==> config.mk <==
export PLATFORM = sky130hd
export DESIGN_NAME = pli_divider
export DESIGN_NICKNAME = d
export VERILOG_FILES = /design/src/hw/rtl/pli_pkg.sv /design/src/hw/rtl/pli_divider.sv
export SDC_FILE = /design/constraint.sdc
export NUM_CORES = 1
export LEC_CHECK = 0
export ABC_AREA = 0
export ABC_CLOCK_PERIOD_IN_PS = 3200
export CAP_MARGIN = 20
export CORE_ASPECT_RATIO = 0.5
export CORE_MARGIN = 8
export CORE_UTILIZATION = 30
export CTS_CLUSTER_DIAMETER = 200
export DETAILED_ROUTE_END_ITERATION = 7
export DONT_BUFFER_PORTS = 1
export HOLD_SLACK_MARGIN = 0.03
export SLEW_MARGIN = 20
export SYNTH_ARGS = -nofsm -noshare
export SYNTH_HDL_FRONTEND = slang
export SYNTH_SLANG_ARGS = --single-unit
export TNS_END_PERCENT = 1
==> constraint.sdc <==
create_clock -name clk -period 3.2 [get_ports clk]
set_input_delay 0.48 -clock clk [delete_from_list [all_inputs] [get_ports clk]]
set_output_delay 0.48 -clock clk [all_outputs]
set_load 0.01 [all_outputs]
==> src/hw/rtl/pli_pkg.sv <==
// Shared types and constants for the piecewise linear interpolator.
// Holds the item and result payload structs, action codes and field widths.
// No dependencies; every other file of the block imports this package.
`timescale 1ns / 1ps

package pli_pkg;

    // Field widths fixed by the item format.
    localparam int DATA_W     = 32;
    localparam int COUNT_W    = 7;
    localparam int SLOT_W     = 6;

    // Divider geometry: 64-bit product over a 32-bit span, 33-bit quotient.
    localparam int DIVIDEND_W = 2 * DATA_W;
    localparam int QUOT_W     = DATA_W + 1;
    localparam int STEP_W     = 6;

    // Breakpoint count after reset.
    localparam logic [COUNT_W-1:0] COUNT_RESET = 7'd2;

    // Action codes carried by an input item.
    localparam logic ACTION_WRITE = 1'b0;
    localparam logic ACTION_QUERY = 1'b1;

    // One input item.
    typedef struct packed {
        logic                     action;
        logic [SLOT_W-1:0]        point_index;
        logic signed [DATA_W-1:0] point_x;
        logic signed [DATA_W-1:0] point_y;
        logic signed [DATA_W-1:0] query_x;
    } pli_item_t;

    // One result item.
    typedef struct packed {
        logic signed [DATA_W-1:0] interpolated_y;
        logic                     out_of_range;
    } pli_result_t;

endpackage

==> src/hw/rtl/pli_divider.sv <==
// Iterative restoring divider for the interpolation step, one quotient bit per cycle.
// Divides a 64-bit unsigned product by a nonzero 32-bit span.
// Depends on pli_pkg for the operand and quotient widths.
`timescale 1ns / 1ps

module pli_divider (
    input  logic                            clk,
    input  logic                            rst_n,
    input  logic                            start,
    input  logic [pli_pkg::DIVIDEND_W-1:0]  dividend,
    input  logic [pli_pkg::DATA_W-1:0]      divisor,
    output logic                            done,
    output logic [pli_pkg::QUOT_W-1:0]      quotient
);
    import pli_pkg::*;

    logic [STEP_W-1:0] count_reg, count_next;
    logic              busy_reg, busy_next;
    logic              done_reg, done_next;
    logic [DATA_W-1:0] rem_reg, rem_next;
    logic [QUOT_W-1:0] work_reg, work_next;
    logic [DATA_W-1:0] divisor_reg, divisor_next;

    logic [DATA_W:0]   trial;
    logic              fits;

    // One restoring step: bring down the next dividend bit and try the subtract.
    // The caller guarantees the quotient fits in 33 bits, so the top 31 bits
    // of the dividend start out below the divisor.
    always_comb
    begin
        trial        = {rem_reg, work_reg[QUOT_W-1]};
        fits         = (trial >= {1'b0, divisor_reg});
        count_next   = count_reg;
        busy_next    = busy_reg;
        done_next    = 1'b0;
        rem_next     = rem_reg;
        work_next    = work_reg;
        divisor_next = divisor_reg;
        if (start)
        begin
            rem_next     = {1'b0, dividend[DIVIDEND_W-1:QUOT_W]};
            work_next    = dividend[QUOT_W-1:0];
            divisor_next = divisor;
            count_next   = STEP_W'(QUOT_W);
            busy_next    = 1'b1;
        end
        else if (busy_reg)
        begin
            rem_next   = fits ? DATA_W'(trial - {1'b0, divisor_reg}) : trial[DATA_W-1:0];
            work_next  = {work_reg[QUOT_W-2:0], fits};
            count_next = count_reg - STEP_W'(1);
            if (count_reg == STEP_W'(1))
            begin
                busy_next = 1'b0;
                done_next = 1'b1;
            end
        end
    end

    // Control state.
    always_ff @(posedge clk or negedge rst_n)
    begin
        if (!rst_n)
        begin
            count_reg <= '0;
            busy_reg  <= 1'b0;
            done_reg  <= 1'b0;
        end
        else
        begin
            count_reg <= count_next;
            busy_reg  <= busy_next;
            done_reg  <= done_next;
        end
    end

    // Datapath registers.
    always_ff @(posedge clk)
    begin
        rem_reg     <= rem_next;
        work_reg    <= work_next;
        divisor_reg <= divisor_next;
    end

    assign done     = done_reg;
    assign quotient = work_reg;

endmodule

Word level (Yosys, flattened, before mapping)
Cells that the tools add are included.

operators by class
  reduce and logical (&&, ||, !) cells = 1
  add/sub/neg operators = 2
  mux-type cells = 13
  equal/unequal tests = 1
  order comparisons = 1

operators with widths
  cell                                                                    count
  33-bit two-way mux                                                      2
  31-bit two-way mux                                                      2
  33-bit by 32-bit greater-or-equal comparator with 1-bit output          1
  32-bit two-way mux                                                      1
  32-bit subtractor                                                       1
  6-bit two-way mux                                                       2
  6-bit by 1-bit equality test with 1-bit output (second input constant)  1
  1-bit two-way mux                                                       6
  6-bit by 1-bit subtractor with 6-bit output (second input constant)     1
  2-bit nonzero test                                                      1

word-level totals
  bits of input ports = 99
  word-level logic and storage cells = 25
  bits in registers = 105
  output and inout port bits = 34

Longest topological paths before layout
  depth after elaboration = 4
  depth in mapped cells = 13
  depth with buffers taken out = 12

Worst setup path before layout
Ideal clock, no wire load.

  path type = reg2reg
  start point = register work_reg[32], in the netlist quotient[32]
  end point = register rem_reg[30] (data pin)
  cell stages (with the launch flop) = 13
  clock period less this slack = 2.942 ns
  path slack = 0.258 ns
  required time = 2.934 ns
  path buffers = 0
  data arrival time = 2.676 ns
  setup time = 0.266 ns
  path through = edfxtp_1 -> inv_1 -> ha_1 -> inv_1 -> fa_1 -> a21o_1 -> a221oi_2 -> a21oi_2 -> a41o_1 -> o2bb2ai_2 -> a221oi_2 -> nor4b_1 -> nor4_1

between the ends
  cells in the longest elaborated chain, start to end = 4
  elaborated cells on any way between the ends = 5
  classes of those cells = 1 x add/sub; 1 x order compare; 3 x mux

ends and longest elaborated chain
  what                                                                                                        RTL line                              text
  from (decl)                                                                                                 pli_divider.sv:21                     logic [QUOT_W-1:0] work_reg, work_next;
  from (signal assigned)                                                                                      pli_divider.sv:82                     work_reg <= work_next;
  32-bit subtractor / 33-bit by 32-bit greater-or-equal comparator with 1-bit output (equally long branches)  pli_divider.sv:50, pli_divider.sv:33
  32-bit two-way mux (*)                                                                                      pli_divider.sv:50                     rem_next = fits ? DATA_W'(trial - {1'b0, divisor_reg}) : trial[DATA_W-1:0];
  31-bit two-way mux (*)                                                                                      pli_divider.sv:48                     else if (busy_reg)
  31-bit two-way mux (*)                                                                                      pli_divider.sv:40                     if (start)
  via rem_next[30]                                                                                            pli_divider.sv:20                     logic [DATA_W-1:0] rem_reg, rem_next;
  to (signal assigned)                                                                                        pli_divider.sv:81                     rem_reg <= rem_next;
  to (decl)                                                                                                   pli_divider.sv:20

The timed path passes the listed nets; every way through them passes the cells marked *. The select of a mux whose other input is x is not followed.
A chain may end at the register's enable or synchronous reset.

Worst setup path after layout
  start point = register work_reg[32], in the netlist quotient[32]
  end point = register rem_reg[26] (data pin)

Same word-level chain as after synthesis.

==> flow_summary.toml <==
[final_layout]
seq_area_um2 = 3100
area_growth_pct = 10.3
multi_input_area_um2 = 2990
largest_register_ffs = 33
final_area_um2 = 7060
post-route-util_pct = 34.0
nNetsFinal = 734
nFillCells = 2099
drive_gt1_share_pct = 13.4

[synthesis]
synth-seq-cells = 105
ys_seq_area_share_pct = 48.5
synthAdderAreaFrac_pct = 6.97
synth_nets = 738
synth_top_family_by_area = "compound AO/OA/AOI/OAI gates"
synth_edf_count = 96
yosys.area_share.simple_pct = 12.1
synthMuxAreaShare_pct = 6.95
synthesis.area_um2 = 6390
async_reset_ff_share_pct = 7.62
synth-xor-area-share_pct = 3.97
yosys_most_used_dff = "edfxtp_1"
yosys_warnings = 0
syn_inst = 604
avgSynthCellArea_um2 = 10.6
synth_compound_area_share_pct = 16.3
synth_cell_types = 59

[floorplan]
dieArea_um2 = 26500
start_util_pct = 30.8
pin_count = 133
core_area_um2 = 20700
fp-row-count = 37
die_width_um = 222
die_height_um = 119

[pwr]
vdd_drop_max_mv = 0.351
power_density_nw_per_um2 = 1010
leakage_uw = 0.00275

[timing]
hold_violations = 0
slew_violations = 0
period_minus_slack_ns = 3.02
tightest_slew_ns = 0.795
slew_headroom_pct = 46.9
fin_skew_ns = 0.0112
tns_ns = 0
period_share_pct = 94.2
fmax_ghz = 0.332
setup_viol = 0
rsz0062_at_grt = "no"

[worst_setup_path]
r2r_slack_ns = 0.18
cp-start-kind = "flip-flop"
worstPathArrival_ns = 3.20
worst_r2r_path_depth = 12
crit_path_frequent_cell = "inv_1"
crit_path_end_kind = "flip-flop"
crit_family = "compound AO/OA/AOI/OAI gates"
r2r-start = "quotient[32]$_DFFE_PP_"
crit_path_cell_trace = "inv_1, ha_1, inv_1, fa_2, a21o_1, a221oi_4, a21oi_2, a41o_1, o2bb2ai_2, a311oi_2, nor4b_1, a211oi_1"
required_ns = 3.39
slowest_stage = "edfxtp_1"
critPathMaxFanout = 3
crit_type = "flip-flop to flip-flop"
critPathBufInv = 2
r2r-end = "rem_reg[26]$_DFFE_PP_"
slowest_delay_ns = 0.39

[grt]
first_global_vias = 4580
grt-ovfl-total = 0
grt_max_degree = 101
grt_pass1_wl_mm = 25.6
grtUsageTotal_pct = 12.1
antenna_found_initial = 1

[route]
routed_wl_mm = 16.2
dr.first_iter.drc_count = 334
num_vias = 4531
drc = 0
firstDrtPassIters = 5
vias_per_cell = 5.15
ant_nets = 0
wl_per_cell_um = 18.4

[min_path]
min_from = "divisor[27]"
worstHoldEndpoint = "divisor_reg[27]$_DFFE_PP_"
hold_depth = 0
worstHoldPathType = "input pin to flip-flop"

[job]
cap_violations = 0

[clock_network]
clock-sinks = 105
htree_levels = 3
clockBufferDepth = 2
cts_buffers = 9
clk_latency_ns = 0.36
cts_tree = "yes"
path_clk_slew_ns = 0.08
ctsRootBufferMaster = "clkbuf_16"

[outcome]
status = "finished clean"

[placement]
hpwl_mm = 12.0
gp_congestion = 0.872
dpl_cell_area_um2 = 6720
io_buffers = 0
[per-layer routing]
metal,part of all wire (%),track usage [%],vias up
met5,0,0,-
met4,1.6,4.18,0
met3,4.8,3.28,21
met2,48,19.7,108
met1,45,15.4,2183
li1,-,-,2219
[power by group]
group | switching [uW] | internal, uW | total (uW)
clock | 535 | 540 | 1070
combinational | 2120 | 1620 | 3750
sequential | 302 | 2000 | 2300
[worst reg2reg max path: stages (launching register included)]
cell	delay [ns]
edfxtp_1	0.39
inv_1	0.09
ha_1	0.16
inv_1	0.05
fa_2	0.35
a21o_1	0.22
a221oi_4	0.33
a21oi_2	0.12
a41o_1	0.28
o2bb2ai_2	0.19
a311oi_2	0.37
nor4b_1	0.09
a211oi_1	0.20
[cell usage after synthesis, types with 11 or more instances]
library cell  count  area share, %
ha_1             34            6.7
nor2_1           45            2.6
xor2_1           12            1.6
nand2_1          61            3.6
o21a_1           12            1.4
inv_1            45            2.6
a21oi_1          43            3.4
mux2_2           35            6.2
edfxtp_1         96             45
and3_1           13            1.3
clkbuf_1         11           0.65
o21ai_0          26            2.0
xnor2_1          17            2.3
a31oi_1          16            1.6
[timing repair]
item                                    in CTS  in global routing
buffers inserted                             0                  2
endpoints found under the hold margin        8                  0
hold buffers                                 1                  0
gates resized for setup                      0                  6
endpoints found under the setup margin       0                 19
[kinds of logic after synthesis]
family                     after synthesis
AOI/OAI and AO/OA                      155
xor gates and xnor gates                29
adders and majority gates               35
buffers and inverters                   74
DFF                                    105
muxes                                   40
and+or+nand+nor                        166
[cell type report]
cell class / count / share of cell area (%)
antenna: 1 / 0.0355
clock buffer: 10 / 3.25
clock inverter: 6 / 0.709
inverter: 45 / 2.39
multi-input combinational: 425 / 42.3
sequential: 105 / 44.0
tap: 273 / 4.84
timing repair buffer: 14 / 2.46
[worst max-delay path by stage]
stage,start,end,slack (ns),depth (start not counted)
2_1_floorplan,quotient[32]$_DFFE_PP_,rem_reg[30]$_DFFE_PP_,0.26,12
3_3_place_gp,quotient[32]$_DFFE_PP_,rem_reg[30]$_DFFE_PP_,0.11,12
3_5_place_dp,quotient[32]$_DFFE_PP_,rem_reg[30]$_DFFE_PP_,0.05,12
4_1_cts,quotient[32]$_DFFE_PP_,rem_reg[30]$_DFFE_PP_,0.01,12
5_1_grt,quotient[32]$_DFFE_PP_,rem_reg[20]$_DFFE_PP_,0.01,12
6_report,quotient[32]$_DFFE_PP_,rem_reg[26]$_DFFE_PP_,0.18,12
[per-stage QoR]
step	setup slack, ns	hold WS [ns]	cells	power [uW]
2_1_floorplan	0.258	0.184	604	5120
3_3_place_gp	0.108	0.185	859	5930
3_5_place_dp	0.0451	0.185	859	5950
4_1_cts	0.0102	0.173	876	7090
5_1_grt	0.0145	0.185	879	7720
6_report	0.184	0.207	879	7120
[placed cells by master (no fill, tap or decap), types with 7 or more instances in the layout]
cell,Yosys,layout
clkbuf_16,0,9
buf_4,1,7
inv_1,45,44
o21a_1,12,11
a31oi_1,16,16
a211oi_1,9,9
nand4_1,9,9
xor2_1,12,12
dfrtp_1,8,8
nor3_1,9,9
nand2_1,61,61
a21o_1,8,8
edfxtp_1,96,96
ha_1,34,34
xnor2_1,17,17
mux2_2,35,35
nor2_1,45,45
o21ai_0,26,26
and3_1,13,13
a21oi_1,43,43
No activity file was read; power rests on OpenSTA's default activity.
